===== src/ipv4lpm_pkg.sv =====
// Shared types and constants for the IPv4 longest-prefix-match route table.
`timescale 1ns / 1ps

package ipv4lpm_pkg;

    localparam int TABLE_DEPTH_DEF = 16;
    localparam int NUM_PORTS       = 4;
    localparam int INDEX_W         = 4;
    localparam int PORT_W          = 2;
    localparam int ADDR_W          = 32;

    typedef enum logic {
        OP_WRITE  = 1'b0,
        OP_LOOKUP = 1'b1
    } t_op;

    typedef enum logic [1:0] {
        ST_IDLE,
        ST_SCAN,
        ST_DONE
    } t_state;

    typedef struct packed {
        t_op                 op;
        logic [INDEX_W-1:0]  entry_index;
        logic [ADDR_W-1:0]   entry_dest;
        logic [ADDR_W-1:0]   entry_mask;
        logic [PORT_W-1:0]   entry_port;
        logic                entry_valid;
        logic [ADDR_W-1:0]   lookup_addr;
    } t_in_item;

    typedef struct packed {
        logic                hit;
        logic [INDEX_W-1:0]  match_index;
        logic [PORT_W-1:0]   match_port;
        logic [ADDR_W-1:0]   match_dest;
    } t_out_item;

    // One stored route, as written to and read from the table.
    typedef struct packed {
        logic [ADDR_W-1:0]   dest;
        logic [ADDR_W-1:0]   mask;
        logic [PORT_W-1:0]   port;
    } t_route;

    // Ports at or above NUM_PORTS saturate to the top port.
    function automatic logic [PORT_W-1:0] sat_port(input logic [PORT_W-1:0] p);
        logic [8:0] wide;
        wide = {{(9-PORT_W){1'b0}}, p};
        if (wide >= 9'(NUM_PORTS)) begin
            return PORT_W'(NUM_PORTS - 1);
        end
        return p;
    endfunction

endpackage


===== src/ipv4lpm_table.sv =====
// Route table storage: route memory with registered read, valid flags cleared at reset.
`timescale 1ns / 1ps

module ipv4lpm_table
    import ipv4lpm_pkg::*;
#(
    parameter int DEPTH = TABLE_DEPTH_DEF,
    parameter int IDX_W = INDEX_W
) (
    input  logic             i_clk,
    input  logic             i_rst_n,
    input  logic             i_wr_en,
    input  logic [IDX_W-1:0] i_wr_idx,
    input  t_route           i_wr_route,
    input  logic             i_wr_valid,
    input  logic [IDX_W-1:0] i_rd_idx,
    output t_route           o_rd_route,
    output logic             o_rd_valid
);

    t_route             r_mem [DEPTH];
    logic [DEPTH-1:0]   r_valid;
    t_route             r_rd_route;
    logic               r_rd_valid;

    always_ff @(posedge i_clk) begin
        if (i_wr_en) begin
            r_mem[i_wr_idx] <= i_wr_route;
        end
        r_rd_route <= r_mem[i_rd_idx];
    end

    always_ff @(posedge i_clk) begin
        if (!i_rst_n) begin
            r_valid    <= '0;
            r_rd_valid <= 1'b0;
        end else begin
            if (i_wr_en) begin
                r_valid[i_wr_idx] <= i_wr_valid;
            end
            r_rd_valid <= r_valid[i_rd_idx];
        end
    end

    assign o_rd_route = r_rd_route;
    assign o_rd_valid = r_rd_valid;

endmodule


===== src/ipv4_longest_prefix_match.sv =====
// Top level: IPv4 longest-prefix-match route table with a serial compare unit.
//
// Input channel (i_in_valid / o_in_ready / i_in_data) takes two kinds of item:
//   op = OP_WRITE  loads one route slot; no result. Slots at or above the
//                  table depth are ignored.
//   op = OP_LOOKUP searches the table for the longest matching route and gives
//                  exactly one result item on the output channel.
// Output channel (o_out_valid / i_out_ready / o_out_data) carries hit, slot,
// port and stored destination; on a miss all fields but hit are zero.
// A lookup walks the table one slot per cycle through a single compare unit
// fed by the table's registered read port, over D = min(TABLE_DEPTH, 16)
// slots. The input side is not ready during the walk, nor until the result
// register takes the result, so a new lookup waits for the last one; writes
// go at one per cycle while no lookup is in progress.
// The result register frees the input side at once: a new item may be taken
// while a result waits. If a second lookup finishes while the receiver still
// stalls, it holds its result internally until the register drains.
// Reset (synchronous, active low) clears all valid flags, so every slot misses
// until written; there is no clearing pass.
`timescale 1ns / 1ps

module ipv4_longest_prefix_match
    import ipv4lpm_pkg::*;
#(
    parameter int TABLE_DEPTH = TABLE_DEPTH_DEF
) (
    input  logic      i_clk,
    input  logic      i_rst_n,
    input  logic      i_in_valid,
    output logic      o_in_ready,
    input  t_in_item  i_in_data,
    output logic      o_out_valid,
    input  logic      i_out_ready,
    output t_out_item o_out_data
);

    // Only the first 16 slots are reachable through the 4-bit write index.
    localparam int EFF_DEPTH = (TABLE_DEPTH < (1 << INDEX_W)) ? TABLE_DEPTH : (1 << INDEX_W);
    localparam int IDX_W     = (EFF_DEPTH > 1) ? $clog2(EFF_DEPTH) : 1;
    localparam logic [IDX_W-1:0] LAST_IDX = IDX_W'(EFF_DEPTH - 1);

    t_state             r_state, n_state;
    logic [IDX_W-1:0]   r_rd_idx;
    logic               r_cmp_vld;
    logic [IDX_W-1:0]   r_cmp_idx;
    logic [ADDR_W-1:0]  r_addr;
    logic               r_found;
    logic [ADDR_W-1:0]  r_best_mask;
    logic [ADDR_W-1:0]  r_best_dest;
    logic [PORT_W-1:0]  r_best_port;
    logic [IDX_W-1:0]   r_best_idx;
    logic               r_out_valid;
    t_out_item          r_out;

    logic               w_in_acc;
    logic               w_wr_en;
    logic               w_slot_free;
    logic               w_out_load;
    logic               w_take;
    t_route             w_wr_route;
    t_route             w_rd_route;
    logic               w_rd_valid;

    assign w_in_acc    = i_in_valid && o_in_ready;
    assign w_slot_free = !r_out_valid || i_out_ready;

    assign w_wr_en = w_in_acc && (i_in_data.op == OP_WRITE)
                     && ({1'b0, i_in_data.entry_index} < (INDEX_W+1)'(EFF_DEPTH));

    assign w_wr_route.dest = i_in_data.entry_dest;
    assign w_wr_route.mask = i_in_data.entry_mask;
    assign w_wr_route.port = sat_port(i_in_data.entry_port);

    ipv4lpm_table #(
        .DEPTH (EFF_DEPTH),
        .IDX_W (IDX_W)
    ) u_table (
        .i_clk      (i_clk),
        .i_rst_n    (i_rst_n),
        .i_wr_en    (w_wr_en),
        .i_wr_idx   (i_in_data.entry_index[IDX_W-1:0]),
        .i_wr_route (w_wr_route),
        .i_wr_valid (i_in_data.entry_valid),
        .i_rd_idx   (r_rd_idx),
        .o_rd_route (w_rd_route),
        .o_rd_valid (w_rd_valid)
    );

    // Compare unit: does this slot match, and beat the best so far?
    always_comb begin
        w_take = r_cmp_vld && w_rd_valid
                 && ((r_addr & w_rd_route.mask) == (w_rd_route.dest & w_rd_route.mask))
                 && (!r_found || (w_rd_route.mask > r_best_mask));
    end

    // Next state
    always_comb begin
        n_state = r_state;
        unique case (r_state)
            ST_IDLE: begin
                if (w_in_acc && (i_in_data.op == OP_LOOKUP)) begin
                    n_state = ST_SCAN;
                end
            end
            ST_SCAN: begin
                if (r_rd_idx == LAST_IDX) begin
                    n_state = ST_DONE;
                end
            end
            ST_DONE: begin
                if (!r_cmp_vld && w_slot_free) begin
                    n_state = ST_IDLE;
                end
            end
            default: n_state = ST_IDLE;
        endcase
    end

    // State outputs
    always_comb begin
        o_in_ready = 1'b0;
        w_out_load = 1'b0;
        unique case (r_state)
            ST_IDLE: o_in_ready = 1'b1;
            ST_SCAN: ;
            ST_DONE: w_out_load = !r_cmp_vld && w_slot_free;
            default: ;
        endcase
    end

    always_ff @(posedge i_clk) begin
        if (!i_rst_n) begin
            r_state     <= ST_IDLE;
            r_rd_idx    <= '0;
            r_cmp_vld   <= 1'b0;
            r_found     <= 1'b0;
            r_out_valid <= 1'b0;
        end else begin
            r_state   <= n_state;
            r_cmp_vld <= (r_state == ST_SCAN);
            if (r_state == ST_SCAN) begin
                r_rd_idx <= (r_rd_idx == LAST_IDX) ? '0 : r_rd_idx + 1'b1;
            end
            if (w_in_acc && (i_in_data.op == OP_LOOKUP)) begin
                r_found <= 1'b0;
            end else if (w_take) begin
                r_found <= 1'b1;
            end
            if (w_out_load) begin
                r_out_valid <= 1'b1;
            end else if (i_out_ready) begin
                r_out_valid <= 1'b0;
            end
        end
    end

    always_ff @(posedge i_clk) begin
        r_cmp_idx <= r_rd_idx;
        if (w_in_acc && (i_in_data.op == OP_LOOKUP)) begin
            r_addr <= i_in_data.lookup_addr;
        end
        if (w_take) begin
            r_best_mask <= w_rd_route.mask;
            r_best_dest <= w_rd_route.dest;
            r_best_port <= w_rd_route.port;
            r_best_idx  <= r_cmp_idx;
        end
        if (w_out_load) begin
            r_out.hit         <= r_found;
            r_out.match_index <= r_found ? INDEX_W'(r_best_idx) : '0;
            r_out.match_port  <= r_found ? r_best_port : '0;
            r_out.match_dest  <= r_found ? r_best_dest : '0;
        end
    end

    assign o_out_valid = r_out_valid;
    assign o_out_data  = r_out;

    a_lookup_starts_scan: assert property (@(posedge i_clk) disable iff (!i_rst_n)
        (w_in_acc && (i_in_data.op == OP_LOOKUP)) |=> (r_state == ST_SCAN && r_rd_idx == '0))
        else $error("lookup did not start a scan at slot zero");

    a_write_stays_idle: assert property (@(posedge i_clk) disable iff (!i_rst_n)
        (w_in_acc && (i_in_data.op == OP_WRITE)) |=> (r_state == ST_IDLE))
        else $error("write item left the idle state");

    a_cmp_follows_scan: assert property (@(posedge i_clk) disable iff (!i_rst_n)
        (r_state == ST_SCAN) |=> r_cmp_vld)
        else $error("compare stage missed a table read");

    a_done_gives_result: assert property (@(posedge i_clk) disable iff (!i_rst_n)
        w_out_load |=> (o_out_valid && r_state == ST_IDLE))
        else $error("finished lookup did not reach the result register");

    a_no_compare_idle: assert property (@(posedge i_clk) disable iff (!i_rst_n)
        (r_state == ST_IDLE && $past(r_state) == ST_IDLE) |-> !r_cmp_vld)
        else $error("compare active while idle");

endmodule


===== config.mk =====
export PLATFORM = sky130hd
export DESIGN_NAME = ipv4_longest_prefix_match
export DESIGN_NICKNAME = d
export VERILOG_FILES = /design/src/ipv4lpm_pkg.sv /design/src/ipv4lpm_table.sv /design/src/ipv4_longest_prefix_match.sv
export SDC_FILE = /design/constraint.sdc
export NUM_CORES = 1
export LEC_CHECK = 0
export ABC_AREA = 1
export BUFFER_PORTS_ARGS = -buffer_cell sky130_fd_sc_hd__buf_2
export CAP_MARGIN = 20
export CORE_MARGIN = 2
export CORE_UTILIZATION = 50
export CTS_CLUSTER_DIAMETER = 100
export DETAILED_ROUTE_END_ITERATION = 10
export HOLD_SLACK_MARGIN = 0.12
export PLACE_DENSITY = 0.7
export SETUP_SLACK_MARGIN = 0.5
export SKIP_CTS_REPAIR_TIMING = 1
export SLEW_MARGIN = 20
export SYNTH_ARGS = -nofsm -noshare
export SYNTH_HDL_FRONTEND = slang
export SYNTH_SLANG_ARGS = --single-unit

===== constraint.sdc =====
create_clock -name i_clk -period 4.7 [get_ports i_clk]
set_input_delay 0.94 -clock i_clk [delete_from_list [all_inputs] [get_ports i_clk]]
set_output_delay 0.94 -clock i_clk [all_outputs]
set_load 0.01 [all_outputs]

=== Word-level counts from Yosys, hierarchy flattened ===
Memories as Yosys holds them, arrays and structs flattened. A register that Yosys moved wholly into a read port is not among the register bits.
Index checks and enable logic that the tools add are counted.

* Add/sub/neg operators: 1
* Magnitude comparators: 4
* Eq/ne operators: 7
* Multiplexer cells: 16
* Bitwise logic cells: 4
* Reduce and logical (&&, ||, !) cells: 17

{| class="wikitable"
|+ Operators with widths
! kind !! number
|-
| 32-bit bitwise AND || 2
|-
| 32-bit equality test || 1
|-
| 32-bit > comparator || 1
|-
| 16-bit bitwise mux || 1
|-
| 4-bit by 5-bit < comparator with 1-bit output, second input constant || 2
|-
| 1-bit logical AND || 8
|-
| 1-bit two-way mux || 8
|-
| 2-bit two-way mux || 3
|-
| 2-bit != test, second input constant || 3
|-
| 2-bit one-hot mux with 3 select lines || 1
|-
| 4-bit by 1-bit adder with 4-bit output, second input constant || 1
|-
| 1-bit binary-select mux with 4-bit select || 1
|-
| 1-bit demux with 4-bit select || 1
|-
| 4-bit equality test, second input constant || 1
|-
| 4-bit by 1-bit greater-or-equal comparator with 1-bit output, second input constant || 1
|-
| 4-bit two-way mux || 1
|-
| 1-bit zero test || 3
|-
| 3-bit AND reduction || 1
|-
| 2-bit by 1-bit equality test with 1-bit output, second input constant || 1
|-
| 2-bit equality test, second input constant || 1
|-
| 2-bit zero test || 1
|-
| 1-bit logical OR || 2
|-
| 1-bit NOT || 2
|-
| 2-bit nonzero test || 1
|-
| 2-bit OR reduction || 1
|}

* Register bits after elaboration: 171
* Memory bits (writable): 1056
* Input port bits: 108
* Word-level logic and storage cells: 67
* Memories: 1

{| class="wikitable"
|+ Memories
! name !! depth !! width !! rd ports !! clocked after memory_dff !! wr ports !! line !! source
|-
| u_table.r_mem || 16 || 66 || 1 || 1 || 1 || ipv4lpm_table.sv:21 || <nowiki>t_route r_mem [DEPTH];</nowiki>
|}

=== Depth between registers and ports, before layout ===
* Word-level depth: 6
* Depth in mapped cells: 15
* Mapped depth without buffers: 15

=== By module ===
A second synthesis with hierarchy kept.

* Cell total of the unflattened synthesis: 3853
* Area, all modules: 50981.4 sq um

{| class="wikitable"
|+ By module, submodules not included
! module !! instances !! cells each !! area an instance (sq um) !! seq. area each (sq um)
|-
| ipv4lpm_table || 1 || 3274 || 44362.5 || 33372.0
|-
| ipv4_longest_prefix_match || 1 || 579 || 6618.8 || 4494.3
|}

=== Worst setup path after synthesis ===
Ideal clock, no wire load.

* Kind: register to register
* Start: reg r_best_mask[15]
* End: reg r_best_dest[0], enable pin
* Setup time: 0.521 ns
* Arrival time: 4.533 ns
* Data required time: 4.179 ns
* Path slack: -0.354 ns
* Stages on the path, launching flop included: 13
* Buffers on the path: 0
* Clock period less this slack: 5.054 ns
* Path through: edfxtp_1 > inv_1 > ha_1 > nand2_1 > inv_1 > nand3_1 > nor2_1 > nand2_1 > nand2_1 > nand2_1 > nand2_1 > nand2_1 > a21oi_1

* Word-level cells in the longest chain between the ends: 3

{| class="wikitable"
|+ RTL lines
! item !! line !! source
|-
| start, declared || ipv4_longest_prefix_match.sv:48 || <nowiki>logic [ADDR_W-1:0] r_best_mask;</nowiki>
|-
| start signal, assigned || ipv4_longest_prefix_match.sv:163 || <nowiki>r_best_mask <= w_rd_route.mask;</nowiki>
|-
| 32-bit > comparator || ipv4_longest_prefix_match.sv:93 || <nowiki>&& (!r_found || (w_rd_route.mask > r_best_mask));</nowiki>
|-
| 1-bit logical OR || ipv4_longest_prefix_match.sv:93 ||
|-
| 1-bit logical AND || ipv4_longest_prefix_match.sv:93 ||
|-
| via w_take || ipv4_longest_prefix_match.sv:59 || <nowiki>logic w_take;</nowiki>
|-
| end signal, assigned || ipv4_longest_prefix_match.sv:164 || <nowiki>r_best_dest <= w_rd_route.dest;</nowiki>
|-
| end, declared || ipv4_longest_prefix_match.sv:49 || <nowiki>logic [ADDR_W-1:0] r_best_dest;</nowiki>
|}

The timed path passes the listed nets, and every way through them passes these cells.
A chain may end at the register's enable or synchronous reset.

=== Worst setup path after layout ===
* Start: reg r_best_mask[15]
* End: reg r_best_dest[31], enable pin

The elaborated chain is that of the path after synthesis.

==> results.sh <==
export IMPL_cts_buffers=132
export IMPL_top_layer="met5"
export IMPL_cts_tree="done"
export IMPL_fillers=7554
export IMPL_post_place_ws_ns=1.52
export IMPL_max_freq_mhz=346
export IMPL_timing_final_ws_setup_ns=1.81
export IMPL_finalClockSkew_ns=0.0298
export IMPL_dp_hpwl_um=69500
export IMPL_ys_warn_count=0
export IMPL_ys_ff_latch=1293
export IMPL_hold_viol=0
export IMPL_die_w_um=318
export IMPL_worst_path_buf_inv=3
export IMPL_firstDrtPassIters=7
export IMPL_grtUsageTotal_pct=24.3
export IMPL_via_per_inst=5.88
export IMPL_areaGrowthSynthToFinish_pct=12.9
export IMPL_gp_congestion=0.862
export IMPL_rsz0062_at_grt="false"
export IMPL_holdCritPathClass="in -> reg"
export IMPL_synthesis_area_sq_um=49300
export IMPL_clk_insertion_delay_late_ns=0.75
export IMPL_outcome="completed"
export IMPL_slowest_stage="a21oi_4"
export IMPL_hold_depth=1
export IMPL_cp_top_family="compound AO/OA/AOI/OAI gates"
export IMPL_clockBufferDepth=3
export IMPL_ios=149
export IMPL_wl_met3_um=12500
export IMPL_whs_ns=0.378
export IMPL_critPathRequiredTime_ns=5.11
export IMPL_clkTransAtPathRegs_ns=0.06
export IMPL_layout_drive_gt1_share_pct=11.6
export IMPL_synth_cells=3615
export IMPL_layout_common_cells="edfxtp_1, nor2_1, o21ai_0"
export IMPL_drc_errors=0
export IMPL_cts_root_buf="clkbuf_16"
export IMPL_io_buffers=148
export IMPL_htreeDepth=4
export IMPL_final_common_cell="edfxtp_1"
export IMPL_crit_fanout=45
export IMPL_yosysSeqAreaShare_pct=76.8
export IMPL_multiInputGateArea_sq_um=9970
export IMPL_arrival_ns=3.30
export IMPL_vias=30200
export IMPL_rows=115
export IMPL_wl_met1_um=48700
export IMPL_synth_area_per_cell_sq_um=13.6
export IMPL_met2_length_um=57200
export IMPL_grt_max_degree=168
export IMPL_cts_sinks=1293
export IMPL_wl_per_cell_um=24.0
export IMPL_slowest_delay_ns=0.76
export IMPL_synth_cell_type_count=36
export IMPL_peakVddDrop_uv=389
export IMPL_setup_viol=0
export IMPL_p_leak_nw=18.9
export IMPL_period_needed_ns=2.89
export IMPL_start_kind="register"
export IMPL_synth_area_leaders="edfxtp_1, o21ai_0, nor2_1"
export IMPL_initial_core_util_pct=50.3
export IMPL_cap_violations=0
export IMPL_syn_nets=3756
export IMPL_drt_iter0_drc=3158
export IMPL_ant_nets=0
export IMPL_powerDensity_nw_per_um2=441
export IMPL_die_area_sq_um=101000
export IMPL_crit_path_end_kind="register"
export IMPL_design_core_area_sq_um=98000
export IMPL_cp_depth=13
export IMPL_criticalPathCategory="reg -> reg"
export IMPL_grt_antenna_before_repair=15
export IMPL_first_global_vias=29400
export IMPL_relSlewSlack_pct=36.2
export IMPL_fp_dieH_um=318
export IMPL_synth_largest_area_cell="edfxtp_1"
export IMPL_path_cells="inv_1 -> ha_1 -> nand2_1 -> inv_1 -> nand3_1 -> nor2_1 -> nand2_1 -> nand2_1 -> nand2_1 -> nand2_1 -> nand2_1 -> a21oi_4 -> buf_12"
export IMPL_maxSlewViolCount=0
export IMPL_period_share_pct=61.5
export IMPL_reg2regPathDepth=13
export IMPL_grt_overflow_total=0
export IMPL_final_net_count=3883
export IMPL_setup_tns_final_ns=0
export IMPL_worstMarginPinSlew_ns=0.955
export IMPL_ff_latch_area_sq_um=37900
export IMPL_synth_top_area_share_pct=72.9
export IMPL_path_common_cell="nand2_1"
export IMPL_routed_wl_um=123000
export IMPL_grt_pass1_wl_um=183000
==> path summary, 6_finish.rpt <==
check	endpoint	startpoint	slack, ns
setup / recovery	r_best_dest[31]	r_best_mask[15]	1.81
hold / removal	r_addr[18]	i_in_data[18]	0.38
setup reg to reg	r_best_dest[31]	r_best_mask[15]	1.81
hold reg to reg	r_best_idx[1]	r_cmp_idx[1]	0.40
==> worst register-to-register path: cells and delay by family (launching register included) <==
kind | cells | cell delay (ns)
AO/OA/AOI/OAI | 1 | 0.76
adder cells (fa/ha/maj) | 1 | 0.30
buffers and inverters | 3 | 0.47
flip-flops | 1 | 0.36
AND/OR/NAND/NOR | 8 | 0.64
==> kinds of logic after synthesis <==
family / synth area share, %
simple gates: 8.47
xor+xnor: 0.0533
buf+inv: 3.20
flops: 76.8
compound gates: 10.6
fa+ha+maj: 0.838
==> metrics by stage <==
| step | std cells | cell area, sq um | utilization, % | power, W |
|---|---|---|---|---|
| finish | 5141 | 55700 | 56.8 | 0.0245 |
| CTS | 5135 | 55600 | 56.8 | 0.0246 |
| detailed placement | 4894 | 51500 | 52.5 | 0.0146 |
| global route | 5137 | 55600 | 56.8 | 0.0252 |
| floorplan | 3615 | 49300 | - | 0.0140 |
| global placement | 4894 | 51500 | 52.5 | 0.0146 |
==> metal layers <==
metal / GRT usage, % / vias up
met4: 10.3 / 14
li1: - / 13600
met5: 0 / -
met1: 31.4 / 14900
met2: 38.3 / 1381
met3: 7.32 / 291
==> sequential cells by signal, indices dropped and copies added (netlist names), 4 cells and up <==
signal,cells
r_rd_idx,4
r_best_idx,4
u_table.o_rd_route,66
r_cmp_idx,4
u_table.r_valid,16
r_best_mask,32
u_table.r_mem,1056
o_out_data,39
r_addr,32
r_best_dest,32
==> area by class of cell <==
cell class                      instances  share of cell area, %
Timing Repair Buffer                  214                   2.78
Sequential cell                      1293                   68.1
Antenna cell                            5                 0.0225
Multi-Input combinational cell       1982                   17.9
Clock inverter                         68                   1.12
Tap cell                             1287                   2.89
Clock buffer                          173                   6.34
Inverter                              119                  0.863
==> synth_stat cells (all sizes together) <==
master	instances
ha	33
o22ai	159
a21oi	37
or2	15
nand3b	1
o21a	3
a21o	4
clkbuf	124
a31oi	1
o221ai	108
o211ai	27
clkinv	1
and3	1
edfxtp	1197
nand4	6
a2bb2oi	1
nor3	3
o21ai	561
buf	97
nand2	281
dfxtp	96
nor2	592
inv	118
xor2	3
nand3	145
nor3b	1
==> where the power goes <==
part / internal, W / switching [W]
Combinational: 0.000421 / 0.00111
Clock: 0.00582 / 0.00428
Sequential: 0.0127 / 0.000152
Total: 0.0190 / 0.00554
(Power assumes the default switching activity.)
